[src/sv/pecs_pkg.sv]
// ----------------------------------------------------------------------------
// pecs_pkg
// Types, constants and helpers shared by the polygon edge clip stage.
// ----------------------------------------------------------------------------
package pecs_pkg;

  localparam int COORD_W   = 16;
  localparam int FRAC_BITS = 4;
  localparam int CNT_W     = $clog2(COORD_W + 1);
  localparam int CFG_W     = COORD_W;

  typedef logic signed [COORD_W-1:0] coord_t;
  typedef logic [COORD_W-1:0]        umag_t;
  typedef logic signed [COORD_W:0]   diff_t;
  typedef logic [2*COORD_W-1:0]      prod_t;

  localparam coord_t BOUNDARY_COORD_RST = coord_t'(200 << FRAC_BITS);

  typedef enum logic [1:0] {
    SIDE_X_GE = 2'd0,
    SIDE_Y_GE = 2'd1,
    SIDE_X_LE = 2'd2,
    SIDE_Y_LE = 2'd3
  } side_t;

  typedef enum logic {
    REG_BOUNDARY_SIDE  = 1'b0,
    REG_BOUNDARY_COORD = 1'b1
  } cfg_reg_t;

  typedef enum logic [2:0] {
    ST_IDLE,
    ST_CLASSIFY,
    ST_MUL,
    ST_DIV,
    ST_EMIT_X,
    ST_EMIT_P,
    ST_NEXT,
    ST_EMIT_END
  } state_t;

  typedef struct packed {
    coord_t vertex_x;
    coord_t vertex_y;
    logic   final_vertex;
  } vert_item_t;

  typedef struct packed {
    coord_t out_x;
    coord_t out_y;
    logic   vertex_valid;
    logic   end_of_polygon;
  } clip_item_t;

  function automatic logic point_in(side_t side, coord_t c, coord_t x, coord_t y);
    logic r;
    case (side)
      SIDE_X_GE: r = (x >= c);
      SIDE_Y_GE: r = (y >= c);
      SIDE_X_LE: r = (x <= c);
      SIDE_Y_LE: r = (y <= c);
      default:   r = 1'b0;
    endcase
    return r;
  endfunction

  function automatic diff_t diff(coord_t a, coord_t b);
    return diff_t'(a) - diff_t'(b);
  endfunction

  function automatic umag_t mag(diff_t v);
    diff_t t;
    t = v[COORD_W] ? -v : v;
    return t[COORD_W-1:0];
  endfunction

endpackage

[src/sv/pecs_mul.sv]
// ----------------------------------------------------------------------------
// pecs_mul
// Bit-serial shift-add multiplier, one multiplier bit per cycle.
// ----------------------------------------------------------------------------
module pecs_mul (
  input  logic            clk,
  input  logic            rst,
  input  logic            start,
  input  pecs_pkg::umag_t mult_a,
  input  pecs_pkg::umag_t mult_b,
  output logic            done,
  output pecs_pkg::prod_t product
);

  localparam int W = pecs_pkg::COORD_W;

  pecs_pkg::prod_t         prod;
  pecs_pkg::umag_t         mcand;
  logic [pecs_pkg::CNT_W-1:0] count;
  logic                    run;
  logic [W:0]              sum;

  always_comb begin
    sum = {1'b0, prod[2*W-1:W]} + (prod[0] ? {1'b0, mcand} : {(W+1){1'b0}});
  end

  always_ff @(posedge clk) begin
    if (rst) begin
      run  <= 1'b0;
      done <= 1'b0;
    end else begin
      done <= 1'b0;
      if (start) begin
        run <= 1'b1;
      end else if (run && count == pecs_pkg::CNT_W'(1)) begin
        run  <= 1'b0;
        done <= 1'b1;
      end
    end
  end

  always_ff @(posedge clk) begin
    if (start) begin
      prod  <= {{W{1'b0}}, mult_b};
      mcand <= mult_a;
      count <= pecs_pkg::CNT_W'(W);
    end else if (run) begin
      prod  <= {sum, prod[W-1:1]};
      count <= count - pecs_pkg::CNT_W'(1);
    end
  end

  assign product = prod;

endmodule

[src/sv/pecs_div.sv]
// ----------------------------------------------------------------------------
// pecs_div
// Restoring divider, one quotient bit per cycle; quotient must fit COORD_W.
// ----------------------------------------------------------------------------
module pecs_div (
  input  logic            clk,
  input  logic            rst,
  input  logic            start,
  input  pecs_pkg::prod_t dividend,
  input  pecs_pkg::umag_t divisor,
  output logic            done,
  output pecs_pkg::umag_t quotient
);

  localparam int W = pecs_pkg::COORD_W;

  pecs_pkg::umag_t         rem;
  pecs_pkg::umag_t         quo;
  pecs_pkg::umag_t         dsr;
  logic [pecs_pkg::CNT_W-1:0] count;
  logic                    run;
  logic [W:0]              trial;
  logic [W:0]              rdiff;
  logic                    ge;

  always_comb begin
    trial = {rem, quo[W-1]};
    rdiff = trial - {1'b0, dsr};
    ge    = ~rdiff[W];
  end

  always_ff @(posedge clk) begin
    if (rst) begin
      run  <= 1'b0;
      done <= 1'b0;
    end else begin
      done <= 1'b0;
      if (start) begin
        run <= 1'b1;
      end else if (run && count == pecs_pkg::CNT_W'(1)) begin
        run  <= 1'b0;
        done <= 1'b1;
      end
    end
  end

  always_ff @(posedge clk) begin
    if (start) begin
      rem   <= dividend[2*W-1:W];
      quo   <= dividend[W-1:0];
      dsr   <= divisor;
      count <= pecs_pkg::CNT_W'(W);
    end else if (run) begin
      rem   <= ge ? rdiff[W-1:0] : trial[W-1:0];
      quo   <= {quo[W-2:0], ge};
      count <= count - pecs_pkg::CNT_W'(1);
    end
  end

  assign quotient = quo;

endmodule

[src/sv/polygon_edge_clip_stage_unit.sv]
// ----------------------------------------------------------------------------
// polygon_edge_clip_stage_unit
// One polygon clip pass against an axis-aligned boundary line.
// Vertices come in one item at a time, the last flagged by final_vertex; an
// item yields zero to four result items, and a final item that yields none
// gives one empty end marker. For each crossing edge the intersection runs
// through a bit-serial multiplier and then a restoring divider, each
// producing one bit per cycle; edges that need no intersection skip both.
// A stalled output holds the stage in its emit state until the result is
// taken. The output register lets the next item be taken while the last
// result still waits.
// ----------------------------------------------------------------------------
module polygon_edge_clip_stage_unit (
  input  logic                  clk,
  input  logic                  rst,
  input  logic                  vert_valid,
  output logic                  vert_ready,
  input  pecs_pkg::vert_item_t  vert,
  output logic                  clip_valid,
  input  logic                  clip_ready,
  output pecs_pkg::clip_item_t  clip,
  input  logic                  cfg_we,
  input  logic                  cfg_index,
  input  logic [pecs_pkg::CFG_W-1:0] cfg_data
);

  pecs_pkg::state_t     state, state_next;
  pecs_pkg::side_t      side;
  pecs_pkg::coord_t     bcoord;
  pecs_pkg::coord_t     first_x, first_y, prev_x, prev_y;
  pecs_pkg::coord_t     sx, sy, ex, ey;
  pecs_pkg::coord_t     base;
  pecs_pkg::umag_t      md;
  logic                 have_first;
  logic                 fin_r, pend_close, emitted, e_in_r, neg;
  logic                 accept, s_in, e_in, close_emits, x_side, out_free, load_out;
  logic                 mul_start, mul_done, div_done;
  pecs_pkg::diff_t      da, db, dd;
  pecs_pkg::prod_t      product;
  pecs_pkg::umag_t      quotient;
  pecs_pkg::coord_t     ires;
  pecs_pkg::clip_item_t clip_next;

  assign accept   = vert_valid && vert_ready;
  assign x_side   = ~side[0];
  assign out_free = ~clip_valid || clip_ready;
  assign s_in     = pecs_pkg::point_in(side, bcoord, sx, sy);
  assign e_in     = pecs_pkg::point_in(side, bcoord, ex, ey);
  assign close_emits = pend_close &&
                       (e_in || pecs_pkg::point_in(side, bcoord, first_x, first_y));
  assign ires     = neg ? pecs_pkg::coord_t'(base - quotient)
                        : pecs_pkg::coord_t'(base + quotient);

  always_comb begin
    if (x_side) begin
      da = pecs_pkg::diff(bcoord, sx);
      db = pecs_pkg::diff(ey, sy);
      dd = pecs_pkg::diff(ex, sx);
    end else begin
      da = pecs_pkg::diff(bcoord, sy);
      db = pecs_pkg::diff(ex, sx);
      dd = pecs_pkg::diff(ey, sy);
    end
  end

  pecs_mul u_mul (
    .clk     (clk),
    .rst     (rst),
    .start   (mul_start),
    .mult_a  (pecs_pkg::mag(da)),
    .mult_b  (pecs_pkg::mag(db)),
    .done    (mul_done),
    .product (product)
  );

  pecs_div u_div (
    .clk      (clk),
    .rst      (rst),
    .start    (mul_done),
    .dividend (product),
    .divisor  (md),
    .done     (div_done),
    .quotient (quotient)
  );

  always_ff @(posedge clk) begin
    if (rst) begin
      state <= pecs_pkg::ST_IDLE;
    end else begin
      state <= state_next;
    end
  end

  always_comb begin
    state_next = state;
    vert_ready = 1'b0;
    load_out   = 1'b0;
    mul_start  = 1'b0;
    clip_next  = '0;
    case (state)
      pecs_pkg::ST_IDLE: begin
        vert_ready = 1'b1;
        if (vert_valid && (have_first || vert.final_vertex)) begin
          state_next = pecs_pkg::ST_CLASSIFY;
        end
      end
      pecs_pkg::ST_CLASSIFY: begin
        if (s_in != e_in) begin
          mul_start  = 1'b1;
          state_next = pecs_pkg::ST_MUL;
        end else if (e_in) begin
          state_next = pecs_pkg::ST_EMIT_P;
        end else begin
          state_next = pecs_pkg::ST_NEXT;
        end
      end
      pecs_pkg::ST_MUL: begin
        if (mul_done) begin
          state_next = pecs_pkg::ST_DIV;
        end
      end
      pecs_pkg::ST_DIV: begin
        if (div_done) begin
          state_next = pecs_pkg::ST_EMIT_X;
        end
      end
      pecs_pkg::ST_EMIT_X: begin
        clip_next.out_x          = x_side ? bcoord : ires;
        clip_next.out_y          = x_side ? ires : bcoord;
        clip_next.vertex_valid   = 1'b1;
        clip_next.end_of_polygon = fin_r && !e_in_r && !close_emits;
        if (out_free) begin
          load_out   = 1'b1;
          state_next = e_in_r ? pecs_pkg::ST_EMIT_P : pecs_pkg::ST_NEXT;
        end
      end
      pecs_pkg::ST_EMIT_P: begin
        clip_next.out_x          = ex;
        clip_next.out_y          = ey;
        clip_next.vertex_valid   = 1'b1;
        clip_next.end_of_polygon = fin_r && !close_emits;
        if (out_free) begin
          load_out   = 1'b1;
          state_next = pecs_pkg::ST_NEXT;
        end
      end
      pecs_pkg::ST_NEXT: begin
        if (pend_close) begin
          state_next = pecs_pkg::ST_CLASSIFY;
        end else if (fin_r && !emitted) begin
          state_next = pecs_pkg::ST_EMIT_END;
        end else begin
          state_next = pecs_pkg::ST_IDLE;
        end
      end
      pecs_pkg::ST_EMIT_END: begin
        clip_next.end_of_polygon = 1'b1;
        if (out_free) begin
          load_out   = 1'b1;
          state_next = pecs_pkg::ST_IDLE;
        end
      end
      default: begin
        state_next = pecs_pkg::ST_IDLE;
      end
    endcase
  end

  always_ff @(posedge clk) begin
    if (rst) begin
      side       <= pecs_pkg::SIDE_X_GE;
      bcoord     <= pecs_pkg::BOUNDARY_COORD_RST;
      have_first <= 1'b0;
      clip_valid <= 1'b0;
      pend_close <= 1'b0;
      emitted    <= 1'b0;
    end else begin
      if (cfg_we) begin
        case (cfg_index)
          pecs_pkg::REG_BOUNDARY_SIDE:  side   <= pecs_pkg::side_t'(cfg_data[1:0]);
          pecs_pkg::REG_BOUNDARY_COORD: bcoord <= pecs_pkg::coord_t'(cfg_data);
          default: ;
        endcase
      end
      if (accept) begin
        have_first <= ~vert.final_vertex;
        pend_close <= have_first && vert.final_vertex;
        emitted    <= 1'b0;
      end else if (state == pecs_pkg::ST_NEXT) begin
        pend_close <= 1'b0;
      end
      if (load_out) begin
        emitted    <= 1'b1;
        clip_valid <= 1'b1;
      end else if (clip_ready) begin
        clip_valid <= 1'b0;
      end
    end
  end

  always_ff @(posedge clk) begin
    if (accept) begin
      fin_r  <= vert.final_vertex;
      prev_x <= vert.vertex_x;
      prev_y <= vert.vertex_y;
      ex     <= vert.vertex_x;
      ey     <= vert.vertex_y;
      if (have_first) begin
        sx <= prev_x;
        sy <= prev_y;
      end else begin
        sx      <= vert.vertex_x;
        sy      <= vert.vertex_y;
        first_x <= vert.vertex_x;
        first_y <= vert.vertex_y;
      end
    end
    if (state == pecs_pkg::ST_CLASSIFY) begin
      e_in_r <= e_in;
      md     <= pecs_pkg::mag(dd);
      neg    <= da[pecs_pkg::COORD_W] ^ db[pecs_pkg::COORD_W] ^ dd[pecs_pkg::COORD_W];
      base   <= x_side ? sy : sx;
    end
    if (state == pecs_pkg::ST_NEXT && pend_close) begin
      sx <= ex;
      sy <= ey;
      ex <= first_x;
      ey <= first_y;
    end
    if (load_out) begin
      clip <= clip_next;
    end
  end

  a_mul_to_div: assert property (@(posedge clk) disable iff (rst)
    mul_done |=> state == pecs_pkg::ST_DIV)
    else $error("divider not started after multiply");

  a_div_in_state: assert property (@(posedge clk) disable iff (rst)
    div_done |-> state == pecs_pkg::ST_DIV)
    else $error("divide finished outside divide state");

  a_marker_shape: assert property (@(posedge clk) disable iff (rst)
    clip_valid && !clip.vertex_valid |->
      clip.end_of_polygon && clip.out_x == '0 && clip.out_y == '0)
    else $error("malformed end marker");

  a_no_overwrite: assert property (@(posedge clk) disable iff (rst)
    load_out |-> !clip_valid || clip_ready)
    else $error("output register overwritten");

endmodule

[config.mk]
export PLATFORM = sky130hd
export DESIGN_NAME = polygon_edge_clip_stage_unit
export DESIGN_NICKNAME = d
export VERILOG_FILES = /design/src/sv/pecs_pkg.sv /design/src/sv/pecs_mul.sv /design/src/sv/pecs_div.sv /design/src/sv/polygon_edge_clip_stage_unit.sv
export SDC_FILE = /design/constraint.sdc
export NUM_CORES = 1
export LEC_CHECK = 0
export ABC_CLOCK_PERIOD_IN_PS = 4910
export BUFFER_PORTS_ARGS = -buffer_cell sky130_fd_sc_hd__buf_2
export CAP_MARGIN = 25
export CORE_UTILIZATION = 57
export DETAILED_ROUTE_END_ITERATION = 8
export PLACE_DENSITY_LB_ADDON = 0.1
export SKIP_CTS_REPAIR_TIMING = 1
export SLEW_MARGIN = 20
export SYNTH_ARGS = -nofsm -noshare
export SYNTH_HDL_FRONTEND = slang
export SYNTH_SLANG_ARGS = --single-unit
[constraint.sdc]
create_clock -name clk -period 4.91 [get_ports clk]
set_input_delay 0 -clock clk [delete_from_list [all_inputs] [get_ports clk]]
set_output_delay 0 -clock clk [all_outputs]
set_load 0.03 [all_outputs]
* Word level (Yosys, flattened, before mapping) *
Cells that the tools add are included.

cells by class
  reduce and logical (&&, ||, !) cells = 34
  bitwise logic cells = 7
  $add $sub $neg = 13
  equal/unequal tests = 19
  $lt $le $gt $ge = 12
  muxes and demuxes = 62

operators with widths
  cell                                                  number
  2-to-1 mux 16 bit                                     25
  greater-or-equal comparator 16 bit                    6
  less-or-equal comparator 16 bit                       6
  subtractor 16 x 16 -> 17 bit                          4
  case mux 33 bit (2 select lines)                      1
  2-to-1 mux 17 bit                                     3
  negation 16 bit                                       3
  2-to-1 mux 3 bit                                      9
  case mux 3 bit (8 select lines)                       1
  adder 16 x 16 -> 17 bit                               1
  2-to-1 mux 1 bit                                      17
  subtractor 17 x 16 -> 17 bit                          1
  adder 16 bit                                          1
  nonzero test 2 bit                                    8
  subtractor 16 bit                                     1
  equality test 3 bit (second input constant)           4
  case mux 1 bit (4 select lines)                       3
  logical AND 1 bit                                     11
  equality test 5 x 1 -> 1 bit (second input constant)  2
  subtractor 5 x 1 -> 5 bit (second input constant)     2
  != test 2 bit (second input constant)                 4
  equality test 3 x 2 -> 1 bit (second input constant)  2
  AND reduction 2 bit                                   3
  AND reduction 6 bit                                   1
  other kinds (15)                                      28

word-level totals
  logic and storage cells = 183
  flip-flop bits (word level) = 332

* Longest topological paths before layout *
Gate-level depths: netlist (run 1).

  depth in word-level cells = 7
  mapped depth = 18
  mapped depth without buffers = 18

* Hierarchy *
From an unflattened synthesis (run 1), not the netlist that was laid out.

second synthesis, totals
  cells, all modules = 2243
  area, all modules = 22511.6 um^2

modules (own cells, without submodules)
  module                        instances  cells each  area each (um^2)
  polygon_edge_clip_stage_unit  1          1693        16353.2
  pecs_div                      1          283         3163.0
  pecs_mul                      1          267         2995.4

* Least setup slack after synthesis (run 1) *
OpenSTA, ideal clock, no wires.

  kind = register -> register
  start point = register state[0]
  end point = register u_mul.mcand[0], enable pin
  required time = 4.523 ns
  setup slack = 0.033 ns
  arrival = 4.490 ns
  setup time = 0.387 ns
  path buffers = 1
  stages on the path, launching flop included = 6
  cell sequence = dfxtp_1 -> clkinv_1 -> nor3_1 -> nand2_1 -> inv_1 -> clkbuf_1

on the way
  word-level cells in the longest chain between the ends = 2

RTL lines
  element                       RTL line                             RTL
  from (decl)                   polygon_edge_clip_stage_unit.sv:27   pecs_pkg::state_t state, state_next;
  from (signal assigned)        polygon_edge_clip_stage_unit.sv:88   state <= pecs_pkg::ST_IDLE;
  from (signal assigned)        polygon_edge_clip_stage_unit.sv:90   state <= state_next;
  equality test 3 x 1 -> 1 bit  polygon_edge_clip_stage_unit.sv:100  case (state)
  2-to-1 mux 1 bit              polygon_edge_clip_stage_unit.sv:100
  named net mul_start           polygon_edge_clip_stage_unit.sv:37   logic mul_start, mul_done, div_done;
  to (signal assigned)          pecs_mul.sv:45                       mcand <= mult_a;
  to (decl)                     pecs_mul.sv:18                       pecs_pkg::umag_t mcand;

The timed path passes the listed nets, and every way through them passes these cells.
A chain may end at the register's enable or synchronous reset.

==> flow_metrics.py, run 1 <==
metrics = {
    "status": {
        "status": "complete, no violations",
    },
    "finish": {
        "drive_gt1_frac": 0.1055,
        "area_growth_pct": 12.74,
        "final_area_mm2": 0.02481,
        "largest_reg_flops": 34,
        "num_antenna_cells": 0,
        "stdcell_count": 2910,
        "fin_nets": 2616,
        "regMostFlops": "clip",
    },
    "clocking": {
        "insertion_delay_ns": 0.55,
        "cts_tree": "yes",
        "htreeDepth": 2,
        "cts_made_buffers": 37,
        "clockRootBuffer": "clkbuf_16",
        "clk_pin_slew_ns": 0.06,
        "cts.path.max_buffers": 3,
        "clock-sinks": 332,
    },
    "timing": {
        "fin_crit_sh": 0.8967,
        "hold_violations": 0,
        "max-slew-margin-rel": 0.3395,
        "finClkSkew_ns": 0.02445,
        "setup-tns-final_ns": 0,
        "period_needed_ns": 4.403,
        "fin_ws_ns": 0.5073,
        "worst_slew_pin_slew_ns": 0.9907,
        "timing.fmax_ghz": 0.2271,
        "drv_slew": 0,
        "rsz0062_at_grt": "no",
        "setup_viol": 0,
        "timing.hold.ws_ns": 0.04551,
    },
    "power_and_ir_drop": {
        "combPwrFrac": 0.500,
        "leakagePower_nw": 9.835,
        "powerDensity_mw_per_mm2": 621.9,
        "p_int_mw": 8.798,
        "switching_share": 0.4297,
        "peakVddDrop_mv": 0.4739,
        "p_switching_mw": 6.630,
        "clkPwrFrac": 0.183,
        "pwr-share-seq": 0.317,
    },
    "worst_setup_path": {
        "cpPeakStageDelay_ns": 0.54,
        "reg2reg_depth": 15,
        "crit_chain": "inv_1 -> ha_1 -> nor2_1 -> xnor2_1 -> ha_1 -> nor2b_1 -> o21ai_0 -> a21boi_0 -> o21ai_0 -> a21oi_1 -> a41o_1 -> o41a_1 -> mux2i_1 -> o21ai_0 -> a311oi_1",
        "crit_slowest_cell": "edfxtp_1",
        "cp-start-kind": "flip-flop",
        "critPathCaptureType": "flip-flop",
        "path_delay_family": "compound AO/OA/AOI/OAI gates",
        "crit_buf_inv": 1,
        "cp.depth": 15,
        "worstPathRequired_ns": 5.28,
        "crit_path_frequent_cell": "o21ai_0",
        "reg2reg_slack_ns": 0.51,
        "critPathMaxFanout": 5,
        "worst-setup-path-type": "reg -> reg",
        "cp.arrival_ns": 4.77,
    },
    "floorplan": {
        "ioPinCount": 91,
        "die_x_um": 198.5,
        "std_cell_rows": 71,
        "start_util": 0.5814,
        "fp.coreArea_mm2": 0.03784,
        "die-area_mm2": 0.03939,
        "die_y_um": 198.5,
    },
    "synth": {
        "netlist_area_mm2": 0.02200,
        "ys_async_sr_fraction": 0,
        "synth_warnings": 0,
        "synth_seq_cells": 332,
        "synth-edff-count": 277,
        "ys_types": 76,
        "synth_nets": 2485,
        "ys.flop_type": "edfxtp_1",
        "syn_inst": 2239,
        "seq_area_frac_synth": 0.4281,
        "syn_avg_cell_area_um2": 9.827,
    },
    "routing": {
        "num_vias": 17610,
        "first_pass_iters": 7,
        "via_per_inst": 6.050,
        "routed_wl_mm": 63.15,
        "drtIter0Drc": 1389,
        "drc": 0,
        "ant_nets": 0,
        "wl_per_cell_um": 21.70,
    },
    "global_routing": {
        "overflow": 0,
        "grt_pass1_wl_mm": 94.39,
        "grt_antenna_before_repair": 0,
        "grt_start_max_net_pins": 65,
        "grt_usage": 0.3185,
        "grt_pass1_vias": 16670,
    },
    "place": {
        "place_area_mm2": 0.02304,
        "place_inst": 2788,
        "place.gp.congestion": 0.9258,
        "portBuffers": 90,
        "place_ws_ns": 0.4726,
        "dp_hpwl_mm": 47.56,
    },
    "worst_hold_path": {
        "hold_path_depth": 2,
        "min_path_type": "in -> reg",
    },
    "run": {
        "cap_violations": 0,
    },
}
[layout make-up]
class / count / area, um2
inverters: 127 / 476.7
multi-input cells: 1704 / 11850
well taps: 511 / 639.4
clock inverters: 15 / 133.9
clock buffers: 53 / 1090
fillers: 3099 / 13040
flip-flops and latches: 332 / 9427
repair buffers: 168 / 1191
[worst reg2reg max path, cell delays in order (launching register included)]
cell and delay (ns):
edfxtp_1 0.54, inv_1 0.15, ha_1 0.32, nor2_1 0.10
xnor2_1 0.30, ha_1 0.32, nor2b_1 0.14, o21ai_0 0.22
a21boi_0 0.18, o21ai_0 0.28, a21oi_1 0.22, a41o_1 0.31
o41a_1 0.38, mux2i_1 0.26, o21ai_0 0.20, a311oi_1 0.31
[layer usage]
layer  wire (um)  GRT usage
met2       30410     0.5361
met3        3631    0.03459
met1       26890     0.4240
met4        2222     0.1177
met5           0          0
[path summary, 6_finish.rpt]
check | from | endpoint
worst min register to register | md[12] | u_div.dsr[12]
worst max-delay path | u_div.quotient[0] | clip[16]
worst max register to register | u_div.quotient[0] | clip[16]
worst min-delay path | rst | u_mul.run
[per-stage QoR]
stage / util / power (mW)
floorplan: - / 10.19
global placement: 0.6081 / 12.26
detailed placement: 0.6089 / 12.46
CTS: 0.6412 / 15.31
global route: 0.6555 / 16.36
finish: 0.6555 / 15.43
[Yosys cell counts (12+ instances only)]
| cell type | instances | area share |
|---|---|---|
| a31oi_1 | 16 | 0.0045 |
| or3_1 | 29 | 0.0082 |
| nand2b_1 | 27 | 0.0077 |
| nand4_1 | 18 | 0.0051 |
| edfxtp_1 | 277 | 0.38 |
| buf_1 | 12 | 0.0020 |
| o211ai_1 | 22 | 0.0075 |
| nor2_1 | 212 | 0.036 |
| nor2b_1 | 25 | 0.0071 |
| clkbuf_1 | 61 | 0.010 |
| a21oi_1 | 182 | 0.041 |
| and2_1 | 28 | 0.0080 |
| ha_1 | 184 | 0.10 |
| mux2_2 | 51 | 0.026 |
| dfxtp_1 | 55 | 0.050 |
| xor2_1 | 58 | 0.023 |
| inv_1 | 124 | 0.021 |
| nand2_1 | 206 | 0.035 |
| o21ai_0 | 135 | 0.031 |
| nor3_1 | 53 | 0.012 |
| xnor2_1 | 88 | 0.035 |
| mux2i_1 | 95 | 0.043 |
| a21o_1 | 27 | 0.0092 |
| nand3_1 | 33 | 0.0075 |
| a211oi_1 | 28 | 0.0096 |
| o21a_1 | 30 | 0.010 |
[power by group through the flow]
stage	registers (mW)	clock network (mW)	logic, mW
5_1_grt	4.97	2.96	8.44
4_1_cts	4.88	2.85	7.58
3_5_place_dp	4.93	0	7.53
3_3_place_gp	4.91	0	7.35
6_report	4.90	2.82	7.71
2_1_floorplan	4.68	0	5.51
[cell families after synthesis]
family          share of synthesized area
compound gates                     0.1531
xor+xnor                          0.05811
fa+ha+maj                          0.1110
buf+inv                           0.03480
flops                              0.4281
mux                               0.06994
simple gates                       0.1450
[layout by cell type (no fill, tap or decap), drive strengths merged, types with 53 or more instances in the layout]
| master | synthesis | layout |
|---|---|---|
| a21oi | 182 | 182 |
| buf | 15 | 114 |
| clkbuf | 61 | 53 |
| dfxtp | 55 | 55 |
| dlygate4sd3 | 0 | 54 |
| edfxtp | 277 | 277 |
| ha | 184 | 184 |
| inv | 124 | 127 |
| mux2i | 96 | 96 |
| nand2 | 206 | 206 |
| nor2 | 212 | 212 |
| nor3 | 53 | 53 |
| o21ai | 137 | 137 |
| xnor2 | 88 | 88 |
| xor2 | 58 | 58 |
Power figures use the tool's default switching activity.
==> run 2, diff against run 1 <==
--- a/config.mk
+++ b/config.mk
@@ -5,10 +5,12 @@
 export SDC_FILE = /design/constraint.sdc
 export NUM_CORES = 1
 export LEC_CHECK = 0
+export ABC_AREA = 1
 export ABC_CLOCK_PERIOD_IN_PS = 4910
 export BUFFER_PORTS_ARGS = -buffer_cell sky130_fd_sc_hd__buf_2
 export CAP_MARGIN = 25
 export CORE_UTILIZATION = 57
+export CTS_BUF_LIST = sky130_fd_sc_hd__clkbuf_16
 export DETAILED_ROUTE_END_ITERATION = 8
 export PLACE_DENSITY_LB_ADDON = 0.1
 export SKIP_CTS_REPAIR_TIMING = 1
==> run 2 against run 1 <==
Via count grew 24%. Critical path depth grew 2. Register-to-register slack lost 0.07 ns. Global-route usage grew 5.0 points. Setup slack lost 0.066 ns. Sequential power grew 0.8%. Clock power grew 1%. Maximum frequency shrank 1.5%. Largest cell class unchanged.
==> flow_metrics.py, run 2 <==
metrics = {
    "synth": {
        "ys_types": 55,
        "synth_top_area_share": 0.3588,
        "synth_nets": 3249,
        "syn_inst": 3003,
        "syn_avg_cell_area_um2": 7.720,
        "ys_async_sr_fraction": 0,
        "synth_warnings": 0,
        "ys.flop_type": "edfxtp_1",
        "netlist_area_mm2": 0.02318,
        "yosys-top-cells-area": "edfxtp_1, nand2_1, ha_1",
        "yosys.area.top_type": "edfxtp_1",
        "synth_seq_cells": 332,
        "seq_area_frac_synth": 0.4063,
        "yosysMostFrequentCell": "nand2_1",
        "synth_common_cells": "nand2_1, inv_1, edfxtp_1, o21ai_0, nand3_1",
        "synth-edff-count": 277,
    },
    "timing": {
        "fin_ws_ns": 0.4411,
        "timing.fmax_ghz": 0.2238,
        "setup_viol": 0,
        "fin_crit_sh": 0.9102,
        "period_needed_ns": 4.469,
        "hold_violations": 0,
        "max-slew-margin-rel": 0.3686,
        "setup-tns-final_ns": 0,
        "worst_slew_pin_slew_ns": 0.9471,
        "rsz0062_at_grt": "no",
        "timing.hold.ws_ns": 0.1701,
        "drv_slew": 0,
        "finClkSkew_ns": 0.03829,
    },
    "routing": {
        "first_pass_iters": 6,
        "num_vias": 21760,
        "routed_wl_mm": 78.41,
        "drc": 0,
        "via_per_inst": 5.896,
        "drtIter0Drc": 2409,
        "wl_per_cell_um": 21.25,
        "ant_nets": 0,
    },
    "global_routing": {
        "overflow": 0,
        "grt_pass1_vias": 19910,
        "grt_usage": 0.3690,
        "grt_pass1_wl_mm": 114.7,
        "grt_start_max_net_pins": 97,
        "grt_antenna_before_repair": 1,
    },
    "floorplan": {
        "std_cell_rows": 73,
        "die_x_um": 203.7,
        "die_y_um": 203.7,
        "die-area_mm2": 0.04148,
        "start_util": 0.5808,
        "ioPinCount": 91,
        "fp.coreArea_mm2": 0.03991,
    },
    "worst_setup_path": {
        "crit_chain": "inv_1 -> ha_1 -> nand2_1 -> nor4_1 -> o21ai_0 -> nand2_1 -> nand2_1 -> nand2_1 -> nand2_1 -> nand2_1 -> nand4_1 -> ha_1 -> nand2_1 -> inv_1 -> nor2_1 -> clkinv_1 -> buf_4",
        "critPathCaptureType": "flip-flop",
        "crit_start": "bcoord[14]",
        "path_delay_family": "simple AND/OR/NAND/NOR gates",
        "critPathMaxFanout": 24,
        "worstPathRequired_ns": 5.14,
        "worst-setup-path-type": "reg -> reg",
        "cp-start-kind": "flip-flop",
        "crit_buf_inv": 4,
        "reg2reg_slack_ns": 0.44,
        "crit_path_frequent_cell": "nand2_1",
        "crit_slowest_cell": "dfxtp_1",
        "cp.arrival_ns": 4.70,
        "r2r_start": "bcoord[14]",
        "cpPeakStageDelay_ns": 0.71,
    },
    "place": {
        "portBuffers": 90,
        "place.gp.congestion": 1.003,
        "place_ws_ns": 0.5790,
        "dp_hpwl_mm": 59.86,
    },
    "clocking": {
        "cts_tree": "yes",
        "clk_pin_slew_ns": 0.06,
        "htreeDepth": 2,
        "clock-sinks": 332,
        "cts_made_buffers": 38,
        "insertion_delay_ns": 0.58,
        "clockRootBuffer": "clkbuf_16",
        "cts.path.max_buffers": 3,
    },
    "power_and_ir_drop": {
        "powerDensity_mw_per_mm2": 640.9,
        "leakagePower_nw": 12.08,
        "peakVddDrop_mv": 0.4377,
        "p_total_mw": 16.65,
    },
    "run": {
        "cap_violations": 0,
    },
    "finish": {
        "layout_commonest_cell": "nand2_1",
        "fin_nets": 3381,
        "regMostFlops": "clip",
        "drive_gt1_frac": 0.07551,
        "area_growth_pct": 12.04,
        "fill_cells": 3317,
        "num_antenna_cells": 0,
        "largest_reg_flops": 34,
        "most-common-layout-cells": "nand2_1, inv_1, edfxtp_1",
    },
    "status": {
        "status": "complete, no violations",
    },
    "worst_hold_path": {
        "min_path_type": "in -> reg",
        "hp-start": "vert_valid",
    },
}
[run 2: worst paths after layout]
path / cells past startpoint / endpoint
worst max-delay path: 17 / u_mul.product[1]
worst min-delay path: 7 / state[1]
worst max register to register: 17 / u_mul.product[1]
worst min register to register: 0 / u_div.dsr[15]
[run 2: metal layers]
layer,track usage,share of wire,vias to the layer above
met5,0,0.00017,-
met4,0.1893,0.054,2
met3,0.05225,0.079,242
met2,0.6093,0.47,1062
met1,0.4710,0.40,10160
li1,-,-,10290
[run 2: kinds of logic (layout without fill, tap and decap cells)]
kind of cell / Yosys count / after routing / synth area share
AND/OR/NAND/NOR: 1393 / 1393 / 0.2523
AO/OA/AOI/OAI: 506 / 506 / 0.1197
buffers and inverters: 498 / 660 / 0.08414
flip-flops: 332 / 332 / 0.4063
adder cells (fa/ha/maj): 191 / 191 / 0.1054
XOR/XNOR: 82 / 82 / 0.03163
multiplexers: 1 / 1 / 0.0005936
[run 2: area by class of cell]
class                   instances  area [um2]  share of cell area
inverters                     420        1577             0.06070
repair buffers                170        1234             0.04750
flip-flops and latches        332        9424              0.3628
multi-input cells            2173       11850              0.4560
well taps                     525       656.9             0.02529
clock buffers                  38       950.9             0.03661
clock inverters                32       286.5             0.01103
[run 2: stage by stage]
step,util,cells,instance area [um2]
floorplan,-,3003,23180
global placement,0.6039,3560,24100
detailed placement,0.6054,3563,24170
CTS,0.6364,3633,25400
global route,0.6507,3690,25970
finish,0.6507,3690,25970
[run 2: worst min-delay path: cells and delay by family]
| kind | cells | cell delay [ns] |
|---|---|---|
| buffers and inverters | 2 | 0.23 |
| AND/OR/NAND/NOR | 3 | 0.37 |
| AO/OA/AOI/OAI | 2 | 0.11 |
[run 2: power by group]
group          internal [mW]  switching, mW  total (mW)
Sequential              4.29          0.650        4.94
Combinational           2.74           6.11        8.84
Clock                   1.64           1.23        2.86
